$ cat src/design/nntt_pkg.sv
// Shared types and constants for the nearest-neighbor track table.
// No dependencies; every other design file imports this package.
package nntt_pkg;

  localparam logic [2:0] ST_INSERTED  = 3'd0;
  localparam logic [2:0] ST_MATCHED   = 3'd1;
  localparam logic [2:0] ST_FULL      = 3'd2;
  localparam logic [2:0] ST_RANGE     = 3'd3;
  localparam logic [2:0] ST_SMALL     = 3'd4;
  localparam logic [2:0] ST_INVALID   = 3'd5;
  localparam logic [2:0] ST_DISCARDED = 3'd6;

  localparam logic [2:0] REG_AREA_FLOOR = 3'd0;
  localparam logic [2:0] REG_MARGIN     = 3'd1;
  localparam logic [2:0] REG_MAX_X      = 3'd2;
  localparam logic [2:0] REG_MAX_Y      = 3'd3;
  localparam logic [2:0] REG_MAX_Z      = 3'd4;
  localparam logic [2:0] REG_LOW        = 3'd5;
  localparam logic [2:0] REG_KILL       = 3'd6;

  typedef struct packed {
    logic [30:0]        area_floor;
    logic [15:0]        match_margin;
    logic signed [15:0] max_x;
    logic signed [15:0] max_y;
    logic signed [15:0] max_z;
    logic signed [15:0] low_limit;
    logic [31:0]        kill_timeout;
  } cfg_t;

endpackage

$ cat src/design/nearest_neighbor_track_table.sv
// Top level of the nearest-neighbor track table: APB registers, sequencer, track store.
// Depends on nntt_pkg and nntt_sqdist.
//
// Channel  | Direction | Handshake
// s_axis   | in        | tvalid/tready, tdata = box, tlast = last box of frame
// m_axis   | out       | tvalid/tready, tdata = status, index, id, removed count
// apb      | in        | psel/penable/pwrite, pready always high
//
// An item is compared with the N tracks held unless no search is made (size,
// sign, abort or range rejects, and inserts into an empty table or a frame that
// began empty); a frame-end sweep walks the tracks then held. The time taken is
// set by the single shared squared-distance unit, which handles one axis of one
// track per cycle with a compare step after each track, and by the sweep walking
// the store one entry per cycle. Reset is synchronous and clears control state
// and configuration registers. A stalled result holds in the output register;
// the input is not ready until the result is taken.
module nearest_neighbor_track_table
  import nntt_pkg::*;
#(
  parameter int TABLE_DEPTH = 9
) (
  input  logic         clk,
  input  logic         rst,
  input  logic         s_axis_tvalid,
  output logic         s_axis_tready,
  // x_center[15:0], y_center[31:16], depth[47:32], box_height[63:48],
  // box_width[79:64], frame_time[111:80]
  input  logic [111:0] s_axis_tdata,
  input  logic         s_axis_tlast,
  output logic         m_axis_tvalid,
  input  logic         m_axis_tready,
  // status[2:0], entry_index[6:3], entry_id[38:7], removed_count[42:39], zero fill
  output logic [47:0]  m_axis_tdata,
  input  logic         psel,
  input  logic         penable,
  input  logic         pwrite,
  input  logic [4:0]   paddr,
  input  logic [31:0]  pwdata,
  output logic [31:0]  prdata,
  output logic         pready
);

  localparam int IW = (TABLE_DEPTH > 1) ? $clog2(TABLE_DEPTH) : 1;
  localparam int CW = $clog2(TABLE_DEPTH + 1);

  localparam logic [2:0] S_IDLE  = 3'd0;
  localparam logic [2:0] S_CHECK = 3'd1;
  localparam logic [2:0] S_DIST  = 3'd2;
  localparam logic [2:0] S_DONE  = 3'd3;
  localparam logic [2:0] S_SWEEP = 3'd4;
  localparam logic [2:0] S_OUT   = 3'd5;

  cfg_t cfg;

  // Configuration registers.
  logic       wr_en;
  logic [2:0] reg_idx;
  assign pready  = 1'b1;
  assign reg_idx = paddr[4:2];
  assign wr_en   = psel && penable && pwrite;

  always_ff @(posedge clk) begin
    if (rst) begin
      cfg.area_floor   <= '0;
      cfg.match_margin <= '0;
      cfg.max_x        <= 16'sd32767;
      cfg.max_y        <= 16'sd32767;
      cfg.max_z        <= 16'sd32767;
      cfg.low_limit    <= -16'sd32768;
      cfg.kill_timeout <= '0;
    end else if (wr_en) begin
      case (reg_idx)
        REG_AREA_FLOOR: cfg.area_floor   <= pwdata[30:0];
        REG_MARGIN:     cfg.match_margin <= pwdata[15:0];
        REG_MAX_X:      cfg.max_x        <= pwdata[15:0];
        REG_MAX_Y:      cfg.max_y        <= pwdata[15:0];
        REG_MAX_Z:      cfg.max_z        <= pwdata[15:0];
        REG_LOW:        cfg.low_limit    <= pwdata[15:0];
        REG_KILL:       cfg.kill_timeout <= pwdata;
        default: ;
      endcase
    end
  end

  always_comb begin
    unique case (reg_idx)
      REG_AREA_FLOOR: prdata = {1'b0, cfg.area_floor};
      REG_MARGIN:     prdata = {16'd0, cfg.match_margin};
      REG_MAX_X:      prdata = {{16{cfg.max_x[15]}}, cfg.max_x};
      REG_MAX_Y:      prdata = {{16{cfg.max_y[15]}}, cfg.max_y};
      REG_MAX_Z:      prdata = {{16{cfg.max_z[15]}}, cfg.max_z};
      REG_LOW:        prdata = {{16{cfg.low_limit[15]}}, cfg.low_limit};
      REG_KILL:       prdata = cfg.kill_timeout;
      default:        prdata = '0;
    endcase
  end

  // Track store, one flip-flop row per entry.
  logic signed [15:0] track_x [TABLE_DEPTH];
  logic signed [15:0] track_y [TABLE_DEPTH];
  logic signed [15:0] track_z [TABLE_DEPTH];
  logic [31:0]        track_id [TABLE_DEPTH];
  logic [31:0]        track_seen_time [TABLE_DEPTH];

  // Control state.
  logic [2:0]  state;
  logic [CW-1:0] track_count;
  logic [31:0] next_id;
  logic        mid_frame, frame_began_empty, frame_aborted;

  // Captured box.
  logic signed [15:0] bx, by, bz, bh, bw;
  logic [31:0] now;
  logic        last;

  // Search and sweep.
  logic [CW-1:0] scan;
  logic [1:0]    axis;
  logic [CW-1:0] keep;
  logic [IW-1:0] best;
  logic          best_ok;
  logic [34:0]   best_d;
  logic [3:0]    removed;

  // Result register.
  logic [2:0]  res_status;
  logic [3:0]  res_index;
  logic [31:0] res_id;

  // Shared distance unit: operand chosen by the axis counter.
  logic [IW-1:0]      scan_i;
  logic signed [15:0] da, db;
  logic               dclear, den;
  logic [34:0]        dsum;
  assign scan_i = scan[IW-1:0];
  always_comb begin
    case (axis)
      2'd0:    begin da = bx; db = track_x[scan_i]; end
      2'd1:    begin da = by; db = track_y[scan_i]; end
      default: begin da = bz; db = track_z[scan_i]; end
    endcase
  end
  assign dclear = (state == S_CHECK);
  assign den    = (state == S_DIST);

  nntt_sqdist u_dist (
    .clk    (clk),
    .clear  (dclear || (den && axis == 2'd3)),
    .enable (den),
    .a      (da),
    .b      (db),
    .sum    (dsum)
  );

  // Checks made once per box.
  logic signed [31:0] area;
  logic               too_small, invalid, out_range;
  logic signed [17:0] m18;
  assign area      = bh * bw;
  assign too_small = $signed({area[31], area}) < $signed({2'b00, cfg.area_floor});
  assign invalid   = bx[15] || by[15] || bz[15] || bh[15] || bw[15];
  assign m18       = $signed({2'b00, cfg.match_margin});
  assign out_range = (18'(bx) + m18 > 18'(cfg.max_x)) || (18'(by) + m18 > 18'(cfg.max_y))
                  || (18'(bz) + m18 > 18'(cfg.max_z)) || (18'(bx) - m18 < 18'(cfg.low_limit))
                  || (18'(by) - m18 < 18'(cfg.low_limit))
                  || (18'(bz) - m18 < 18'(cfg.low_limit));
  logic [31:0] margin_sq;
  assign margin_sq = cfg.match_margin * cfg.match_margin;

  logic began_empty_eff, aborted_eff;
  assign began_empty_eff = frame_began_empty;
  assign aborted_eff     = frame_aborted;

  logic [31:0] age;
  assign age = now - track_seen_time[scan_i];

  assign s_axis_tready = (state == S_IDLE);
  assign m_axis_tvalid = (state == S_OUT);
  assign m_axis_tdata  = {5'd0, removed, res_id, res_index, res_status};

  always_ff @(posedge clk) begin
    if (rst) begin
      state             <= S_IDLE;
      track_count       <= '0;
      next_id           <= '0;
      mid_frame         <= 1'b0;
      frame_began_empty <= 1'b0;
      frame_aborted     <= 1'b0;
    end else begin
      unique case (state)
        S_IDLE: begin
          if (s_axis_tvalid) begin
            {now, bw, bh, bz, by, bx} <= s_axis_tdata;
            last <= s_axis_tlast;
            if (!mid_frame) begin
              mid_frame         <= 1'b1;
              frame_began_empty <= (track_count == '0);
              frame_aborted     <= 1'b0;
            end
            state <= S_CHECK;
          end
        end
        S_CHECK: begin
          res_index <= '0;
          res_id    <= '0;
          removed   <= '0;
          scan      <= '0;
          axis      <= '0;
          best_ok   <= 1'b0;
          state     <= S_DONE;
          if (aborted_eff) begin
            res_status <= ST_DISCARDED;
          end else if (too_small) begin
            res_status <= ST_SMALL;
          end else if (invalid) begin
            res_status    <= ST_INVALID;
            frame_aborted <= 1'b1;
          end else if (!began_empty_eff && out_range) begin
            res_status <= ST_RANGE;
          end else if (!began_empty_eff && track_count != '0) begin
            res_status <= ST_INSERTED;
            state      <= S_DIST;
          end else begin
            res_status <= ST_INSERTED;
          end
        end
        S_DIST: begin
          // On axis 3 the sum holds all three squares; the unit clears behind it.
          if (axis == 2'd3) begin
            if (!best_ok || dsum < best_d) begin
              best_ok <= 1'b1;
              best    <= scan_i;
              best_d  <= dsum;
            end
            axis <= '0;
            if (scan + 1'b1 == track_count) begin
              state <= S_DONE;
            end
            scan <= scan + 1'b1;
          end else begin
            axis <= axis + 2'd1;
          end
        end
        S_DONE: begin
          state <= S_OUT;
          if (res_status == ST_INSERTED) begin
            if (best_ok && best_d <= 35'(margin_sq)) begin
              res_status            <= ST_MATCHED;
              res_index             <= 4'(best);
              res_id                <= track_id[best];
              track_seen_time[best] <= now;
              next_id               <= next_id + 32'd1;
            end else if (track_count >= CW'(TABLE_DEPTH)) begin
              res_status <= ST_FULL;
            end else begin
              track_x[track_count[IW-1:0]]         <= bx;
              track_y[track_count[IW-1:0]]         <= by;
              track_z[track_count[IW-1:0]]         <= bz;
              track_id[track_count[IW-1:0]]        <= next_id;
              track_seen_time[track_count[IW-1:0]] <= now;
              res_index   <= 4'(track_count);
              res_id      <= next_id;
              next_id     <= next_id + 32'd1;
              track_count <= track_count + 1'b1;
            end
          end
          if (last) begin
            mid_frame <= 1'b0;
            scan      <= '0;
            keep      <= '0;
            if (!frame_began_empty && !(frame_aborted || res_status == ST_INVALID)) begin
              state <= S_SWEEP;
            end
          end
        end
        S_SWEEP: begin
          // Count here still reflects any insert made in S_DONE.
          if (scan == track_count) begin
            track_count <= keep;
            state       <= S_OUT;
          end else begin
            if (age > cfg.kill_timeout) begin
              removed <= removed + 4'd1;
            end else begin
              track_x[keep[IW-1:0]]         <= track_x[scan_i];
              track_y[keep[IW-1:0]]         <= track_y[scan_i];
              track_z[keep[IW-1:0]]         <= track_z[scan_i];
              track_id[keep[IW-1:0]]        <= track_id[scan_i];
              track_seen_time[keep[IW-1:0]] <= track_seen_time[scan_i];
              keep <= keep + 1'b1;
            end
            scan <= scan + 1'b1;
          end
        end
        S_OUT: begin
          if (m_axis_tready) begin
            state <= S_IDLE;
          end
        end
        default: state <= S_IDLE;
      endcase
    end
  end

  // The table never holds more tracks than it has rows.
  a_count: assert property (@(posedge clk) disable iff (rst)
    track_count <= CW'(TABLE_DEPTH)) else $error("track count overflow");

  // A result is followed by a return to idle once taken.
  a_out: assert property (@(posedge clk) disable iff (rst)
    m_axis_tvalid && m_axis_tready |=> s_axis_tready) else $error("no return to idle");

  // Input is never accepted while a result is pending.
  a_excl: assert property (@(posedge clk) disable iff (rst)
    !(s_axis_tready && m_axis_tvalid)) else $error("accept during result");

endmodule

$ cat src/design/nntt_sqdist.sv
// Shared squared-distance unit: one axis difference squared and accumulated per cycle while enabled.
// Depends on nntt_pkg.
module nntt_sqdist
  import nntt_pkg::*;
(
  input  logic               clk,
  input  logic               clear,
  input  logic               enable,
  input  logic signed [15:0] a,
  input  logic signed [15:0] b,
  output logic [34:0]        sum
);

  logic signed [16:0] diff;
  logic signed [33:0] product;
  logic [33:0]        square;

  assign diff    = 17'(a) - 17'(b);
  assign product = diff * diff;
  assign square  = unsigned'(product);

  always_ff @(posedge clk) begin
    if (clear) begin
      sum <= '0;
    end else if (enable) begin
      sum <= sum + 35'(square);
    end
  end

endmodule
$ cat config.mk
export PLATFORM = sky130hd
export DESIGN_NAME = nearest_neighbor_track_table
export DESIGN_NICKNAME = d
export VERILOG_FILES = /design/src/design/nntt_pkg.sv /design/src/design/nearest_neighbor_track_table.sv /design/src/design/nntt_sqdist.sv
export SDC_FILE = /design/constraint.sdc
export NUM_CORES = 2
export LEC_CHECK = 0
export ABC_AREA = 1
export BUFFER_PORTS_ARGS = -buffer_cell sky130_fd_sc_hd__buf_2
export CORE_ASPECT_RATIO = 1.4
export CORE_MARGIN = 8
export CORE_UTILIZATION = 50
export CTS_BUF_LIST = sky130_fd_sc_hd__clkbuf_8
export DETAILED_ROUTE_END_ITERATION = 6
export PLACE_DENSITY = 0.69
export SLEW_MARGIN = 15
export SYNTH_ARGS = -nofsm -noshare
export SYNTH_HDL_FRONTEND = slang
export SYNTH_SLANG_ARGS = --single-unit
$ cat constraint.sdc
create_clock -name clk -period 13.2 [get_ports clk]
set_clock_uncertainty 0.05 [all_clocks]
set_input_delay 0.66 -clock clk [delete_from_list [all_inputs] [get_ports clk]]
set_output_delay 0.66 -clock clk [all_outputs]
set_load 0.01 [all_outputs]
==> results.md <==
- Adder-Cell Fraction of Synth Area: 0.225
- Placed wire-length estimate: 219000 µm
- Placed instance area: 0.105 mm²
- Largest cells by area after synthesis: edfxtp_1 36%, fa_1 14%, ha_1 8.6%
- Reg-to-Reg Start: axis[1]$_SDFFCE_PN0P_
- Post-DRT Antenna Nets: 0
- Hold Vio Cnt, Final: 0
- Die footprint: 0.217 mm²
- CP max FO: 11
- Die height: 548 µm
- Slowest stage delay, CP: 0.63 ns
- Setup TNS: 0 ns
- EDFF count, synth: 1214
- Slew Limit Fails: 0
- Die width: 396 µm
- 1st-pass router iterations: 7
- Most common flop cell mapped by yosys: edfxtp_1
- Fillcell total: 17700
- Largest delay share family, worst path: adder cells
- Failing checks: DRC
- Largest area contributor in the synthesized netlist: edfxtp_1
- Grt ovf: 0
- Worst Setup SP: axis[1]$_SDFFCE_PN0P_
- Worst reg2reg path depth: 50
- Initial Util: 0.502
- Final setup viols: 0
- CTS tree: built
- Critical Path Source Type: flop
- Placed Cells: 13300
- Setup fix buffers added after clock tree synthesis: 0
- Sinks on Clock Net: 1442
- Final RePlAce weighted congestion: 1.00
- Final nets: 12500
- CP Class: flop to flop
- Storage element area: 0.0410 mm²
- Async S/R FF share, synth: 0
- Number of synthesized register bits: 1442
- Root buffer cell: clkbuf_8
- CP most frequent cell: nand2_1
- Num CTS Buffers: 231
- Outcome: finished with violations
- Reg2reg end: u_dist.sum[34]$_SDFFE_PP0P_
- Slowest cell on the critical path: ha_1
- Worst path bufs/invs: 6
- Post-Synth Simple-Gate Area: 0.118
- YS warnings: 0
- Most common cell in the synthesized netlist: inv_1
- Largest family of logic cells by synthesized area: adder cells
- Synthesized area: 0.101 mm²
- Commonest cells in the netlist: 1769 x inv_1, 1580 x nand2_1, 1214 x edfxtp_1
- Core area: 0.201 mm²
- PortBufs: 231
- Clk_lat worst skew: 1.02 ns
- Crit path depth: 50
- Mux cell area share after synthesis: 0
- H-Tree Depth: 4
- Yosys top cell area share: 0.361
- Worst Tran Pin Value: 1.28 ns
- Fin area: 0.110 mm²
- Xor/xnor share of the synthesized area: 0.0264
- Worst-case clock buffer depth: 4
- Hold crit path type: input pin to flop
- Gr usage total: 0.278
- Worst hold start: pwdata[15]
- Crit path DAT: 12.74 ns
- RSZ-0062 raised after global routing: no
- P&R area growth vs syn: 9.40%
- Worst EP required: 13.97 ns
- Compound-Gate Fraction of Synth Area: 0.137
- Top Ports: 240
- Multi-input logic area: 0.0513 mm²
- Residual DRC: 2
- Post-synthesis cell count: 10800
- First-pass GRT wire length: 469000 µm
- Yosys cell types: 72
- Seq/Total Area, Yosys: 0.406
- Vias per std cell: 5.81
- FMAX: 83.5 MHz
- Vias after detailed routing: 80400
- Layout Cells excl Fill: 13900
- Cts repair resizes: 0
- Clock-pin slew on the worst setup and hold paths: 0.08 ns
- Period utilisation layout: 0.907
- Cells on Worst Hold Path: 3
- Largest net degree at the start of global routing: 168
- Iteration-0 DRC Markers: 7051
- Rel. slew slack: 0.139
- Final wirelength: 312000 µm
- Avg Cell Area, Syn: 9.38 µm²
- Maximum Capacitance Violations: 0
- Fraction of layout instances using a drive strength above 1: 0.0713
- End of the critical path: u_dist.sum[34]$_SDFFE_PP0P_
- Vias in the first global route: 80900
- Final min period: 11.97 ns
- CP endpoint kind: flop
- Wirelength per Cell: 22.5 µm
- Worst R2R Setup Slack: 1.23 ns
- Core Rows: 195
- Initial antenna violation count: 29
[area by class of cell]
| type | instances | area share |
|---|---|---|
| flip-flops and latches | 1442 | 0.372 |
| multi-input cells | 7032 | 0.465 |
| repair buffers | 495 | 0.0325 |
| diodes | 17 | 0.000385 |
| inverters | 1796 | 0.0612 |
| clock inverters | 166 | 0.00891 |
| well taps | 2659 | 0.0301 |
| clock buffers | 246 | 0.0307 |
[worst min path at each step]
stage,end
after floorplan,flop
after global placement,mid_frame$_SDFFE_PP0P_
after detailed placement,mid_frame$_SDFFE_PP0P_
after CTS,cfg[127]$_SDFFE_PP0P_
after global routing,cfg[127]$_SDFFE_PP0P_
final,cfg[127]$_SDFFE_PP0P_
[registers in the layout, summed over array words and instances, names as in the netlist, 16 cells and up, named ones only]
signal and count:
best_d 35, res_id 32, now 32, track_x 144, cfg 143, track_z 144, track_seen_time 288, u_dist.sum 35
next_id 32, bx 16, bh 16, track_id 288, by 16, bz 16, track_y 144, bw 16
[metrics by stage]
step / hold WS (ns) / worst slack, ns / util
after floorplan: 0.397 / 1.89 / -
after global placement: 0.406 / 1.46 / 0.520
after detailed placement: 0.417 / 1.38 / 0.520
after CTS: 0.00110 / 1.28 / 0.549
after global routing: 0.0529 / 0.515 / 0.549
final: 0.0747 / 1.23 / 0.549
[tightest hold or removal path, stage by stage]
cell	delay (ns)
buf_2	0.16
o21ai_0	0.16
a21oi_1	0.05
[layer usage]
| layer | up-vias | track usage | share of wire |
|---|---|---|---|
| met3 | 904 | 0.0580 | 0.094 |
| met5 | - | 0 | 0.000022 |
| met4 | 2 | 0.141 | 0.057 |
| met2 | 3945 | 0.460 | 0.47 |
| li1 | 36400 | - | - |
| met1 | 39200 | 0.344 | 0.38 |
[logic make-up after synthesis]
| logic type | count (synthesis) |
|---|---|
| AND/OR/NAND/NOR | 2946 |
| AO/OA/AOI/OAI | 2386 |
| buffers and inverters | 2299 |
| flip-flops | 1442 |
| adder cells (fa/ha/maj) | 1394 |
| XOR/XNOR | 300 |
| other | 2 |
[timing repair]
item | CTS | global route
endpoints found under the setup margin | 0 | 0
hold buffers | 137 | 0
endpoints found under the hold margin | 157 | 0
[placed cells by master, fill, tap and decap left out, types with 10 or more instances in the layout]
master         count
nor3_1            78
o22ai_1          193
clkinv_2          29
inv_1           1832
o21ai_0          991
o21bai_1          44
nand3_1          222
fa_1             702
nor2_2            14
o21a_1            17
o211ai_1          85
xor2_1           219
dlygate4sd3_1    137
a31oi_1           50
nor4_1            26
inv_2             19
a21oi_1          634
buf_2            231
clkinv_1          55
buf_4            118
ha_1             692
nand4_1           56
or2_2             23
bufinv_16         10
a21o_1            25
o21ai_1           29
nor2_4            25
o31ai_1           10
a221oi_1          25
diode_2           17
o221ai_1         169
edfxtp_1        1214
dfxtp_1          222
nor2_1           880
clkbuf_8         246
xnor2_1           77
nand2_1         1580
nand2_2           11
a211oi_1          61
Power is left out: the tool's default activity adds up to more than one toggle a clock period on the data nets, which glitch-free logic cannot reach.
